**config.mk**
```make
export PLATFORM = sky130hd
export DESIGN_NAME = frame_rms_peak_meter
export DESIGN_NICKNAME = d
export VERILOG_FILES = /design/src/rtl/frms_pkg.sv /design/src/rtl/frame_rms_peak_meter.sv /design/src/rtl/frms_divsqrt.sv
export SDC_FILE = /design/constraint.sdc
export NUM_CORES = 1
export LEC_CHECK = 0
export BUFFER_PORTS_ARGS = -buffer_cell sky130_fd_sc_hd__buf_2
export CAP_MARGIN = 10
export CORE_ASPECT_RATIO = 1.25
export CORE_MARGIN = 2
export CORE_UTILIZATION = 50
export DETAILED_ROUTE_END_ITERATION = 12
export PLACE_DENSITY = 0.67
export SLEW_MARGIN = 10
export SYNTH_ARGS = -nofsm -noshare
export SYNTH_HDL_FRONTEND = slang
export SYNTH_SLANG_ARGS = --single-unit
```
**constraint.sdc**
```tcl
create_clock -name clk -period 12.9 [get_ports clk]
set_clock_uncertainty 0.2 [all_clocks]
set_input_delay 1.935 -clock clk [delete_from_list [all_inputs] [get_ports clk]]
set_output_delay 1.935 -clock clk [all_outputs]
set_load 0.01 [all_outputs]
```
**src/rtl/frms_pkg.sv**
```systemverilog
// shared types, constants and register codes of the frame rms and peak meter
package frms_pkg;

	// channel and frame limits
	localparam int MAX_CHANNELS      = 2;
	localparam int MAX_FRAME_SAMPLES = 4096;
	localparam int SAMPLE_BITS       = 16;

	// field and state widths
	localparam int CH_W      = 1;
	localparam int NCH_W     = 2;
	localparam int SPF_W     = 13;
	localparam int SMP_IDX_W = 12;
	localparam int LEVEL_W   = 16;
	localparam int SQ_W      = 32;
	localparam int SUM_W     = 42;

	// quarter scale floor of the running maxima
	localparam logic [LEVEL_W-1:0] LEVEL_FLOOR = LEVEL_W'(1 << (SAMPLE_BITS - 3));

	// configuration port
	localparam int CFG_ADDR_W = 2;
	localparam int CFG_DATA_W = 13;
	localparam logic [CFG_ADDR_W-1:0] REG_NUM_CHANNELS      = 2'd0;
	localparam logic [CFG_ADDR_W-1:0] REG_SAMPLES_PER_FRAME = 2'd1;
	localparam logic [NCH_W-1:0] NCH_RESET = 2'd2;
	localparam logic [SPF_W-1:0] SPF_RESET = 13'd1152;

	// input action codes
	localparam logic ACT_SAMPLE = 1'b0;
	localparam logic ACT_CLEAR  = 1'b1;

	// iteration counts of the shared divide and root unit
	localparam int STEP_W     = 6;
	localparam int DIV_STEPS  = SUM_W;
	localparam int SQRT_STEPS = LEVEL_W;

	typedef struct packed {
		logic                          action;
		logic signed [SAMPLE_BITS-1:0] sample;
	} in_item_t;

	typedef struct packed {
		logic [CH_W-1:0]    channel;
		logic [LEVEL_W-1:0] rms_level;
		logic [LEVEL_W-1:0] peak_level;
		logic [LEVEL_W-1:0] max_rms;
		logic [LEVEL_W-1:0] max_peak;
		logic               last;
	} out_item_t;

endpackage

```
**src/rtl/frame_rms_peak_meter.sv**
```systemverilog
// Frame RMS and peak level meter top level
// sample path: an audio sample passes the accept, square and accumulate steps; a clear acts when accepted
// frame end: per channel a start state, 42 divide steps and 16 root steps in the shared unit,
// then the result is loaded into the output register and held until taken
// requests: after a sample no new request is taken until it is accumulated, none during frame-end work
// reset: arst_n clears sums, peaks and position, maxima to quarter scale, registers 2 and 1152
module frame_rms_peak_meter import frms_pkg::*; (
	input  logic                  clk,
	input  logic                  arst_n,
	input  logic                  in_valid,
	output logic                  in_ready,
	input  in_item_t              in_item,
	output logic                  out_valid,
	input  logic                  out_ready,
	output out_item_t             out_item,
	input  logic                  cfg_valid,
	output logic                  cfg_ready,
	input  logic [CFG_ADDR_W-1:0] cfg_addr,
	input  logic [CFG_DATA_W-1:0] cfg_data
);

	typedef enum logic [2:0] {
		S_IDLE,
		S_SQUARE,
		S_ACCUM,
		S_START,
		S_ROOT,
		S_HOLD
	} state_t;

	state_t                 state_q;
	logic [NCH_W-1:0]       nch_q;
	logic [SPF_W-1:0]       spf_q;
	logic [SUM_W-1:0]       sum_q [MAX_CHANNELS];
	logic [LEVEL_W-1:0]     peak_q [MAX_CHANNELS];
	logic [SMP_IDX_W-1:0]   smp_idx_q;
	logic [CH_W-1:0]        ch_idx_q;
	logic [CH_W-1:0]        res_ch_q;
	logic [LEVEL_W-1:0]     max_rms_q;
	logic [LEVEL_W-1:0]     max_peak_q;
	logic [LEVEL_W-1:0]     mag_q;
	logic [SQ_W-1:0]        sq_q;
	logic                   out_valid_q;
	out_item_t              out_q;

	logic [NCH_W-1:0]       nch_eff;
	logic [SPF_W-1:0]       len_eff;
	logic [LEVEL_W-1:0]     mag_next;
	logic [CH_W-1:0]        sel_ch;
	logic [SUM_W:0]         sum_tot;
	logic [SUM_W-1:0]       sum_sat;
	logic                   ch_wrap;
	logic                   frame_end;
	logic                   res_last;
	logic                   in_acc;
	logic                   cfg_acc;
	logic                   unit_start;
	logic                   unit_done;
	logic [LEVEL_W-1:0]     unit_root;
	logic [LEVEL_W-1:0]     rms_max_next;
	logic [LEVEL_W-1:0]     peak_max_next;

	// handshakes, configuration wins over a sample in the same cycle
	assign cfg_ready = (state_q == S_IDLE);
	assign in_ready  = (state_q == S_IDLE) && !cfg_valid;
	assign cfg_acc   = cfg_valid && cfg_ready;
	assign in_acc    = in_valid && in_ready;

	// effective channel count and frame length
	always_comb begin
		if (nch_q == '0) begin
			nch_eff = NCH_W'(1);
		end else if (nch_q > NCH_W'(MAX_CHANNELS)) begin
			nch_eff = NCH_W'(MAX_CHANNELS);
		end else begin
			nch_eff = nch_q;
		end
		if (spf_q == '0) begin
			len_eff = SPF_W'(1);
		end else if (spf_q > SPF_W'(MAX_FRAME_SAMPLES)) begin
			len_eff = SPF_W'(MAX_FRAME_SAMPLES);
		end else begin
			len_eff = spf_q;
		end
	end

	// sample magnitude, most negative value gives full scale
	assign mag_next = in_item.sample[SAMPLE_BITS-1] ?
		LEVEL_W'(~in_item.sample + 1'b1) : LEVEL_W'(in_item.sample);

	// one channel slot is touched at a time
	assign sel_ch = (state_q == S_ACCUM) ? ch_idx_q : res_ch_q;

	// saturating sum of squares
	assign sum_tot = {1'b0, sum_q[sel_ch]} + (SUM_W + 1)'(sq_q);
	assign sum_sat = sum_tot[SUM_W] ? {SUM_W{1'b1}} : sum_tot[SUM_W-1:0];

	// frame position
	assign ch_wrap   = (NCH_W'(ch_idx_q) + NCH_W'(1)) >= nch_eff;
	assign frame_end = ch_wrap && ((SPF_W'(smp_idx_q) + SPF_W'(1)) >= len_eff);
	assign res_last  = (NCH_W'(res_ch_q) + NCH_W'(1)) == nch_eff;

	// running maxima with this channel's levels
	assign rms_max_next  = (unit_root > max_rms_q) ? unit_root : max_rms_q;
	assign peak_max_next = (peak_q[sel_ch] > max_peak_q) ? peak_q[sel_ch] : max_peak_q;

	assign unit_start = (state_q == S_START);

	frms_divsqrt u_divsqrt (
		.clk      (clk),
		.arst_n   (arst_n),
		.start    (unit_start),
		.dividend (sum_q[sel_ch]),
		.divisor  (len_eff),
		.done     (unit_done),
		.root     (unit_root)
	);

	// sequencer, accumulators and result register
	always_ff @(posedge clk or negedge arst_n) begin
		if (!arst_n) begin
			state_q     <= S_IDLE;
			nch_q       <= NCH_RESET;
			spf_q       <= SPF_RESET;
			for (int c = 0; c < MAX_CHANNELS; c++) begin
				sum_q[c]  <= '0;
				peak_q[c] <= '0;
			end
			smp_idx_q   <= '0;
			ch_idx_q    <= '0;
			res_ch_q    <= '0;
			max_rms_q   <= LEVEL_FLOOR;
			max_peak_q  <= LEVEL_FLOOR;
			out_valid_q <= 1'b0;
			out_q       <= '0;
		end else begin
			unique case (state_q)
				S_IDLE: begin
					if (cfg_acc) begin
						// any listed register write restarts the frame
						if (cfg_addr == REG_NUM_CHANNELS || cfg_addr == REG_SAMPLES_PER_FRAME) begin
							if (cfg_addr == REG_NUM_CHANNELS) begin
								nch_q <= cfg_data[NCH_W-1:0];
							end else begin
								spf_q <= cfg_data[SPF_W-1:0];
							end
							for (int c = 0; c < MAX_CHANNELS; c++) begin
								sum_q[c]  <= '0;
								peak_q[c] <= '0;
							end
							smp_idx_q <= '0;
							ch_idx_q  <= '0;
						end
					end else if (in_acc) begin
						if (in_item.action == ACT_CLEAR) begin
							max_rms_q  <= LEVEL_FLOOR;
							max_peak_q <= LEVEL_FLOOR;
						end else begin
							state_q <= S_SQUARE;
						end
					end
				end
				S_SQUARE: begin
					state_q <= S_ACCUM;
				end
				S_ACCUM: begin
					sum_q[sel_ch] <= sum_sat;
					if (mag_q > peak_q[sel_ch]) begin
						peak_q[sel_ch] <= mag_q;
					end
					if (!ch_wrap) begin
						ch_idx_q <= ch_idx_q + 1'b1;
						state_q  <= S_IDLE;
					end else begin
						ch_idx_q <= '0;
						if (frame_end) begin
							res_ch_q <= '0;
							state_q  <= S_START;
						end else begin
							smp_idx_q <= smp_idx_q + 1'b1;
							state_q   <= S_IDLE;
						end
					end
				end
				S_START: begin
					state_q <= S_ROOT;
				end
				S_ROOT: begin
					if (unit_done) begin
						out_q.channel    <= res_ch_q;
						out_q.rms_level  <= unit_root;
						out_q.peak_level <= peak_q[sel_ch];
						out_q.max_rms    <= rms_max_next;
						out_q.max_peak   <= peak_max_next;
						out_q.last       <= res_last;
						max_rms_q        <= rms_max_next;
						max_peak_q       <= peak_max_next;
						out_valid_q      <= 1'b1;
						state_q          <= S_HOLD;
					end
				end
				S_HOLD: begin
					if (out_ready) begin
						out_valid_q <= 1'b0;
						if (res_last) begin
							for (int c = 0; c < MAX_CHANNELS; c++) begin
								sum_q[c]  <= '0;
								peak_q[c] <= '0;
							end
							smp_idx_q <= '0;
							ch_idx_q  <= '0;
							state_q   <= S_IDLE;
						end else begin
							res_ch_q <= res_ch_q + 1'b1;
							state_q  <= S_START;
						end
					end
				end
				default: state_q <= S_IDLE;
			endcase
		end
	end

	// sample magnitude and its square
	always_ff @(posedge clk) begin
		if (in_acc && in_item.action == ACT_SAMPLE) begin
			mag_q <= mag_next;
		end
		if (state_q == S_SQUARE) begin
			sq_q <= SQ_W'(mag_q) * SQ_W'(mag_q);
		end
	end

	assign out_valid = out_valid_q;
	assign out_item  = out_q;

endmodule

```
**src/rtl/frms_divsqrt.sv**
```systemverilog
// shared compare and subtract unit: restoring divide by frame length, then integer square root
module frms_divsqrt import frms_pkg::*; (
	input  logic                clk,
	input  logic                arst_n,
	input  logic                start,
	input  logic [SUM_W-1:0]    dividend,
	input  logic [SPF_W-1:0]    divisor,
	output logic                done,
	output logic [LEVEL_W-1:0]  root
);

	typedef enum logic [1:0] {
		U_IDLE,
		U_DIV,
		U_SQRT
	} phase_t;

	phase_t              phase_q;
	logic [SUM_W-1:0]    work_q;
	logic [16:0]         rem_q;
	logic [LEVEL_W-1:0]  root_q;
	logic [STEP_W-1:0]   count_q;
	logic                done_q;

	logic [18:0] op_a;
	logic [18:0] op_b;
	logic [19:0] diff;
	logic        fits;

	// operand select for the one subtractor
	always_comb begin
		if (phase_q == U_DIV) begin
			op_a = {5'd0, rem_q[SPF_W-1:0], work_q[SUM_W-1]};
			op_b = {6'd0, divisor};
		end else begin
			op_a = {rem_q, work_q[31:30]};
			op_b = {1'b0, root_q, 2'b01};
		end
		diff = {1'b0, op_a} - {1'b0, op_b};
		fits = ~diff[19];
	end

	// step sequencer
	always_ff @(posedge clk or negedge arst_n) begin
		if (!arst_n) begin
			phase_q <= U_IDLE;
			count_q <= '0;
			done_q  <= 1'b0;
		end else begin
			done_q <= 1'b0;
			unique case (phase_q)
				U_IDLE: begin
					if (start) begin
						phase_q <= U_DIV;
						count_q <= STEP_W'(DIV_STEPS - 1);
					end
				end
				U_DIV: begin
					if (count_q == '0) begin
						phase_q <= U_SQRT;
						count_q <= STEP_W'(SQRT_STEPS - 1);
					end else begin
						count_q <= count_q - 1'b1;
					end
				end
				U_SQRT: begin
					if (count_q == '0) begin
						phase_q <= U_IDLE;
						done_q  <= 1'b1;
					end else begin
						count_q <= count_q - 1'b1;
					end
				end
				default: phase_q <= U_IDLE;
			endcase
		end
	end

	// datapath registers
	always_ff @(posedge clk) begin
		unique case (phase_q)
			U_IDLE: begin
				if (start) begin
					work_q <= dividend;
					rem_q  <= '0;
					root_q <= '0;
				end
			end
			U_DIV: begin
				work_q <= {work_q[SUM_W-2:0], fits};
				if (count_q == '0) begin
					rem_q <= '0;
				end else if (fits) begin
					rem_q <= {4'd0, diff[SPF_W-1:0]};
				end else begin
					rem_q <= {4'd0, op_a[SPF_W-1:0]};
				end
			end
			U_SQRT: begin
				work_q <= {work_q[SUM_W-3:0], 2'b00};
				root_q <= {root_q[LEVEL_W-2:0], fits};
				rem_q  <= fits ? diff[16:0] : op_a[16:0];
			end
			default: begin
			end
		endcase
	end

	assign done = done_q;
	assign root = root_q;

endmodule

```
# Yosys cells after proc, flatten, opt, wreduce, memory -nomap -nowiden
# Index checks and enable logic that the tools add are counted.
# Widths: inputs -> output; s select.
op_classes:
  n_addsub: 10
  multipliers: 1
  n_lt_le_gt_ge: 9
  eq_ne: 27
  mux: 90
  n_bitwise: 5
  reduce_logical: 34
ops:
  columns: ["cell", "count"]
  rows:
  - ["$mux 84", 4]
  - ["$mux 42", 6]
  - ["$pmux 84 s3", 1]
  - ["$mux 16", 12]
  - ["$mux 32", 5]
  - ["$pmux 42 s3", 1]
  - ["$pmux 16 s2", 3]
  - ["$pmux 32 s3", 1]
  - ["$bwmux 84", 1]
  - ["$mux 12", 6]
  - ["$mux 17", 3]
  - ["$pmux 17 s3", 1]
  - ["$gt 16x16->1", 3]
  - ["$add 42x32->43", 1]
  - ["$demux 42 s1", 1]
  - ["$mux 13", 3]
  - ["$pmux 12 s3", 1]
  - ["$bwmux 32", 1]
  - ["$mul 16x16->32", 1]
  - ["$ne 2x2->1 const B", 11]
  - ["$reduce_and 5->1", 4]
  - ["$sub 19x18->20", 1]
  - ["$mux 19", 1]
  - ["$mux 18", 1]
  - ["47 further kinds", 103]
word_totals:
  ff_bits: 379
  inputBits: 37
  out_inout_bits: 69
  word_cells: 204

# Longest topological paths before layout
# Gate-level depths: netlist (run 1).
logic_depth:
  depth_word: 10
  mapped_depth: 27

# Cells and area by module
# Synthesis (run 1) repeated with hierarchy kept, for this count alone.
unflattened:
  hier_cells: 3143
  area_unflattened_um2: 29225.5
modules_own_cells:
  columns: ["mod", "n_inst", "cells_each", "area_each_um2", "seq_area_each_um2"]
  rows:
  - ["frame_rms_peak_meter", 1, 2635, 23965.5, 7573.5]
  - ["frms_divsqrt", 1, 508, 5260.0, 2477.4]

# Worst setup path before layout (run 1)
# No wires, ideal clock.
synth_path:
  path_type: "register to register"
  start: "register mag_q[4]"
  end: "register sq_q[29], data pin"
  setup_time_ps: 259
  t_arrival_ps: 6383
  required_ps: 12441
  path_slack_ps: 6058
  stages_incl_launch_ff: 23
  n_path_buf: 2
  path_cell_list: "edfxtp_1 -> clkbuf_1 -> clkbuf_1 -> nand2_1 -> fa_1 -> inv_1 -> fa_1 -> fa_1 -> fa_1 -> fa_1 -> fa_1 -> ha_1 -> a21o_1 -> a21o_1 -> a21oi_1 -> o21bai_1 -> a2111oi_0 -> o21ai_1 -> a311oi_1 -> o21ai_1 -> a21o_1 -> a21oi_1 -> xnor2_1"
synth_between:
  elab_chain_cells: 1
synth_rtl:
  columns: ["item", "line_no", "text"]
  rows:
  - ["from (decl)", "frame_rms_peak_meter.sv:41", "logic [LEVEL_W-1:0] mag_q;"]
  - ["from (signal assigned)", "frame_rms_peak_meter.sv:227", "mag_q <= mag_next;"]
  - ["$mul 16x16->32", "frame_rms_peak_meter.sv:230", "sq_q <= SQ_W'(mag_q) * SQ_W'(mag_q);"]
  - ["to (signal assigned)", "frame_rms_peak_meter.sv:230", null]
  - ["to (decl)", "frame_rms_peak_meter.sv:42", "logic [SQ_W-1:0] sq_q;"]
# Every way passes these cells.
# A chain may end at the register's enable or synchronous reset.

# Worst setup path in the final report (run 1)
layout_path:
  start: "register mag_q[8]"
  end: "register sq_q[29], data pin"
# Same word-level chain as after synthesis.

==> results of run 1 <==
[stage by stage]
stage,std cells,instance area [um2],setup slack (ns),total power [mW],utilization (%)
global placement,3685,29220,5.606,7.864,52.34
finish,3764,30750,5.387,9.352,55.08
floorplan,2954,28110,6.058,6.652,-
CTS,3763,30720,5.432,9.391,55.03
detailed placement,3685,29220,5.446,8.041,52.34
global route,3764,30750,5.000,10.22,55.08
[worst max-delay path by stage]
stage             start        to  slack (ns)
2_1_floorplan  mag_q[4]  sq_q[29]        6.06
3_3_place_gp   mag_q[8]  sq_q[29]        5.61
3_5_place_dp   mag_q[8]  sq_q[29]        5.45
4_1_cts        mag_q[8]  sq_q[29]        5.43
5_1_grt        mag_q[8]  sq_q[29]        5.00
6_report       mag_q[8]  sq_q[29]        5.39
[tightest hold or removal path: stages (launching register included)]
cell and delay (ns):
dfrtp_1 0.33, nand2_1 0.05, o21ai_0 0.06
[synthesized netlist by cell type, types with 24 or more instances]
master	instances	area share, %
ha_1	221	9.8
clkbuf_1	113	1.5
fa_1	165	12
nor3_1	27	0.48
o21ai_0	212	3.8
mux2_2	72	2.9
a22o_1	42	1.3
and2_1	64	1.4
a22oi_1	39	1.0
nor2_1	170	2.3
inv_1	346	4.6
a21oi_1	164	2.9
o21ai_1	33	0.59
nor2b_1	29	0.65
xor2_1	28	0.87
mux2i_1	55	2.0
nand3_1	55	0.98
a21o_1	60	1.6
nand4_1	24	0.53
xnor2_1	65	2.0
nand2_1	347	4.6
dfrtp_1	250	22
edfxtp_1	122	13
[routing by layer]
metal	global-route usage (%)	up-vias	share of wire, %
li1	-	10140	-
met1	28.75	10510	40
met2	43.28	551	53
met3	2.685	152	4.1
met4	9.034	0	3.5
met5	0	-	0
[cells by family after synthesis]
| kind of cell | after synthesis | synth area share (%) |
|---|---|---|
| AND/OR/NAND/NOR | 795 | 12.95 |
| multiplexers | 127 | 4.843 |
| adder cells (fa/ha/maj) | 386 | 21.59 |
| XOR/XNOR | 93 | 2.898 |
| buffers and inverters | 486 | 6.650 |
| AO/OA/AOI/OAI | 690 | 15.31 |
| flip-flops | 377 | 35.76 |
[area by class of cell]
type	instances	area, um2	share of cell area [%]
multi-input cells	2091	16230	52.77
flip-flops and latches	377	10050	32.68
inverters	346	1299	4.223
clock buffers	54	1221	3.971
well taps	742	928.4	3.019
repair buffers	130	743.2	2.417
clock inverters	24	280.3	0.9114
[power by group]
group / switching [mW] / internal (mW) / total, mW / leakage, nW
Combinational: 3.48 / 2.42 / 5.90 / 9.46
Sequential: 0.276 / 1.87 / 2.15 / 4.65
Clock: 0.511 / 0.791 / 1.30 / 0.746
Total: 4.27 / 5.09 / 9.35 / 14.9
[state kept, by name (all words and copies together), names as in the netlist, 12 cells and up]
register	flops
u_divsqrt.work_q	42
peak_q	32
mag_q	16
out_item	66
max_rms_q	16
sum_q	84
smp_idx_q	12
u_divsqrt.root	16
max_peak_q	16
sq_q	31
spf_q	13
u_divsqrt.rem_q	17
==> impl_metrics.csv, run 1 <==
group,metric,value,unit
clock_network,post_cts_buffers,0,
worst_setup_path,cp-end-kind,"flip-flop",
clock_network,hold_buffers,0,
cells_and_area,fin_nets,3411,
logic_synthesis,ys_warn_count,0,
logic_synthesis,netlist_area,0.02811,mm2
floorplan,io_pins,106,
sta,fmax,133.1,MHz
sta,fin_hold_ws,0.2727,ns
clock_network,post_cts_resized,0,
worst_setup_path,reg2reg_slack,5.39,ns
sta,tns,0,ns
clock_network,cts_buffers,42,
logic_synthesis,yosysSeqAreaShare,35.76,%
detailed_routing,num_vias,21360,
worst_setup_path,cp.depth,24,
clock_network,clkSinkCount,377,
sta,setup_viol,0,
logic_synthesis,synth_edf_count,122,
floorplan,start_util,50.35,%
floorplan,fp.dieW,216.1,um
worst_setup_path,crit_slowest_cell,"edfxtp_1",
sta,tightest_slew,1.053,ns
global_route,antenna_found_initial,0,
floorplan,die_area,0.05814,mm2
detailed_routing,drtPass1Iterations,5,
power_and_ir_drop,p_per_area,304.1,mW/mm2
detailed_routing,drc,0,
min_path,hp-start,"out_item[58]",
global_route,grt_max_degree,105,
cells_and_area,n_fill_cell,4926,
min_path,hold_path.class,"flip-flop to flip-flop",
worst_setup_path,timing.critical_path.buf_inv,5,
flow_run,cap_violations,0,
worst_setup_path,crit_fanout,16,
clock_network,cts_tree,"done",
min_path,hold_depth,2,
cells_and_area,drive_gt1_share,10.49,%
worst_setup_path,r2r_end,"sq_q[29]",
cells_and_area,final_common_cell,"inv_1",
global_route,gr-total-overflow,0,
clock_network,clk_path_buf_depth,3,
cells_and_area,n_antenna_cell,0,
detailed_routing,viasPerCell,5.673,
global_route,gr-usage-all-layers,23.72,%
worst_setup_path,crit_top_cell,"fa_1",
sta,fin_crit_sh,58.24,%
detailed_routing,routed_wirelength,68.45,mm
detailed_routing,ant_nets,0,
floorplan,core_area,0.05583,mm2
min_path,min_to,"out_item[58]",
worst_setup_path,cp_top_family,"adder cells",
logic_synthesis,synth_cell_type_count,77,
run_status,status,"finished clean",
cells_and_area,areaGrowthSynthToFinish,9.406,%
detailed_routing,first_iter_violations,1311,
logic_synthesis,ys.flop_type,"dfrtp_1",
worst_setup_path,worstSetupPathType,"flip-flop to flip-flop",
cells_and_area,layout_common_cells,"inv_1 (346), nand2_1 (344), dfrtp_1 (250)",
sta,slew_viol_final,0,
sta,fin_crit,7.513,ns
placement,port_buffers,105,
floorplan,num_rows,97,
detailed_routing,wl_per_cell,18.18,um
sta,rsz0062_at_grt,"false",
worst_setup_path,critPathArrivalTime,7.62,ns
logic_synthesis,synth_seq_cells,377,
worst_setup_path,max_stage_delay,0.77,ns
worst_setup_path,path_cells,"inv_1, nor2_1, fa_1, inv_1, fa_1, fa_1, fa_1, inv_1, fa_1, inv_1, fa_1, inv_1, ha_1, and3_1, and3_1, a21oi_1, o21ai_1, o41ai_2, o21ai_1, a311oi_1, o21ai_1, a21o_1, a21oi_1, xnor2_1",
sta,hold_viol_final,0,
logic_synthesis,avgSynthCellArea,9.515,um2
worst_setup_path,worstReg2RegStart,"mag_q[8]",
clock_network,clock_latency,0.57,ns
worst_setup_path,worstRegToRegCells,24,
clock_network,cts_htree_levels,2,
floorplan,die_h,269.1,um
clock_network,clockRootBuffer,"clkbuf_16",
global_route,grt_pass1_wl,111.3,mm
power_and_ir_drop,leakagePower,14.86,nW
clock_network,clk_pin_slew,0.06,ns
logic_synthesis,synthArstFlopShare,67.64,%
worst_setup_path,crit_path_start_kind,"flip-flop",
power_and_ir_drop,max-vdd-ir-drop,0.3808,mV
logic_synthesis,synthesis.nets,3377,
placement,hpwl,49.94,mm
global_route,first_global_vias,21710,
logic_synthesis,synth_cells,2954,
sta,relSlewSlack,29.30,%
placement,place.gp.congestion,0.8900,
worst_setup_path,cp_data_required_time,13.00,ns
No activity file was read; power rests on OpenSTA's default activity.
==> inputs of run 2 (changes only) <==
PLACE_DENSITY = 0.69   (was 0.67)
clock period = 6.5 ns   (was 12.9 ns; I/O delays follow)
==> run 2 against run 1 <==
Net effect: wire length grew 0.95%; critical path type unchanged; clock-buffer cell count is 12 higher; critical path depth rose by 1; setup slack worse by 5.4 ns.
==> impl_metrics.csv, run 2 (synthesized netlist as in run 1, its figures left out) <==
group,metric,value,unit
detailed_routing,drtPass1Iterations,6,
global_route,gr-total-overflow,0,
floorplan,die_h,269.1,um
sta,fin_crit,6.478,ns
floorplan,start_util,50.35,%
cells_and_area,fin_nets,3568,
cells_and_area,n_fill_cell,4810,
detailed_routing,num_vias,21960,
worst_setup_path,crit_path_start_kind,"flip-flop",
worst_setup_path,cp-end-kind,"flip-flop",
placement,placed_cells,3805,
cells_and_area,drive_gt1_share,17.05,%
detailed_routing,routed_wirelength,69.10,mm
clock_network,cts_tree,"done",
placement,port_buffers,105,
global_route,first_global_vias,22440,
global_route,antenna_found_initial,0,
min_path,hold_path.class,"primary input to asynchronous set/reset pin",
sta,rsz0062_at_grt,"true",
worst_setup_path,cp_data_required_time,6.62,ns
clock_network,cts_buffers,41,
clock_network,clk_pin_slew,0.06,ns
global_route,grt_pass1_wl,111.4,mm
run_status,status,"finished clean",
detailed_routing,ant_nets,0,
floorplan,core_area,0.05583,mm2
sta,fmax,154.4,MHz
cells_and_area,top_register,"sum_q",
clock_network,clk_path_buf_depth,3,
floorplan,die_area,0.05814,mm2
detailed_routing,first_iter_violations,1483,
placement,place.gp.congestion,0.8939,
sta,slew_viol_final,0,
worst_setup_path,worstSetupPathType,"flip-flop to flip-flop",
sta,hold_viol_final,0,
worst_setup_path,worstReg2RegStart,"mag_q[1]",
flow_run,cap_violations,0,
floorplan,fp.dieW,216.1,um
worst_setup_path,r2r_end,"sq_q[29]",
clock_network,cts_htree_levels,2,
cells_and_area,layout_common_cells,"nand2_1 (332), inv_1 (328), dfrtp_1 (250)",
detailed_routing,drc,0,
cells_and_area,stdcell_count,3920,
sta,relSlewSlack,28.62,%
cells_and_area,areaGrowthSynthToFinish,14.59,%
clock_network,hold_buffers,0,
clock_network,clock_latency,0.57,ns
worst_setup_path,crit_fanout,5,
floorplan,io_pins,106,
worst_setup_path,critPathArrivalTime,6.59,ns
worst_setup_path,worstRegToRegCells,25,
detailed_routing,wl_per_cell,17.63,um
sta,setup_viol,0,
placement,hpwl,50.96,mm
clock_network,clockRootBuffer,"clkbuf_16",
clock_network,clkSinkCount,377,
sta,fin_crit_sh,99.66,%
sta,tightest_slew,1.063,ns
worst_setup_path,reg2reg_slack,0.02,ns
cells_and_area,largest_reg_flops,84,
detailed_routing,viasPerCell,5.603,
cells_and_area,n_antenna_cell,0,
global_route,gr-usage-all-layers,23.46,%
global_route,grt_max_degree,162,
cells_and_area,final_common_cell,"nand2_1",
floorplan,num_rows,97,
run 2: cell count changes in the layout (fill, tap and decap cells not counted), sizes merged:
cell	change
buf	+158
clkbuf	+12
clkinv	-7
bufinv	-6
clkinvlp	-1
run 2: final cells by class:
type | instances | area [um2] | share of cell area, %
multi-input combinational | 2091 | 16580 | 51.46
timing repair buffer | 288 | 2095 | 6.503
inverter | 346 | 1299 | 4.032
clock buffer | 66 | 1181 | 3.667
tap | 742 | 928.4 | 2.882
sequential | 377 | 10050 | 31.20
clock inverter | 10 | 80.08 | 0.2486
run 2: routing by layer:
layer  global-route usage [%]  part of all wire [%]  vias to the layer above
li1                         -                     -                    10440
met5                        0                     0                        -
met4                    8.793                   3.2                        0
met2                    43.52                    53                      506
met1                    28.05                    40                    10880
met3                    2.414                   3.6                      142
run 2: timing repair:
item / in CTS / in global routing
endpoints found under the setup margin: 8 / 10
gates resized for setup: 52 / 74
cloned: 0 / 0
pin swaps: 60 / 44
setup buffers: 19 / 23
run 2: through the flow:
step / setup slack, ns / hold slack, ns / instance area (um2) / util (%) / TNS, ns
6_report: 0.02229 / 0.2170 / 32210 / 57.69 / 0
5_1_grt: -0.2289 / 0.2870 / 32210 / 57.69 / -0.7853
4_1_cts: 0.001892 / 0.2575 / 31820 / 57.00 / 0
3_5_place_dp: -0.2718 / 0.2605 / 30210 / 54.12 / -1.119
3_3_place_gp: -0.1602 / 0.2548 / 30210 / 54.12 / -0.4432
2_1_floorplan: 0.003237 / 0.2444 / 28230 / - / 0
run 2: critical path, cell delays in order (launching register included):
cell and delay, ns:
edfxtp_1 0.39, buf_4 0.18, and2_4 0.15, fa_1 0.52, inv_1 0.05, fa_1 0.46
fa_1 0.53, fa_1 0.52, inv_1 0.05, fa_1 0.50, inv_2 0.04, fa_1 0.51
inv_2 0.05, ha_4 0.21, buf_4 0.15, a21o_1 0.17, a21oi_2 0.14, o21ai_2 0.09
o41ai_2 0.20, buf_4 0.18, o21ai_4 0.07, a311oi_2 0.34, o21ai_1 0.12, a21o_1 0.18
a21oi_2 0.14, xnor2_1 0.08
run 2: worst max-delay path by stage:
stage | startpoint | endpoint | slack, ns | depth (start not counted)
global route | mag_q[1] | sq_q[29] | -0.23 | 25
CTS | mag_q[7] | sq_q[28] | 0.002 | 22
detailed placement | mag_q[10] | sq_q[29] | -0.27 | 21
finish | mag_q[1] | sq_q[29] | 0.02 | 25
floorplan | mag_q[4] | sq_q[29] | 0.003 | 23
global placement | mag_q[10] | sq_q[29] | -0.16 | 23
Power of run 2 is left out: the tool's default activity adds up to more than one toggle a clock period on the data nets, which glitch-free logic cannot reach.
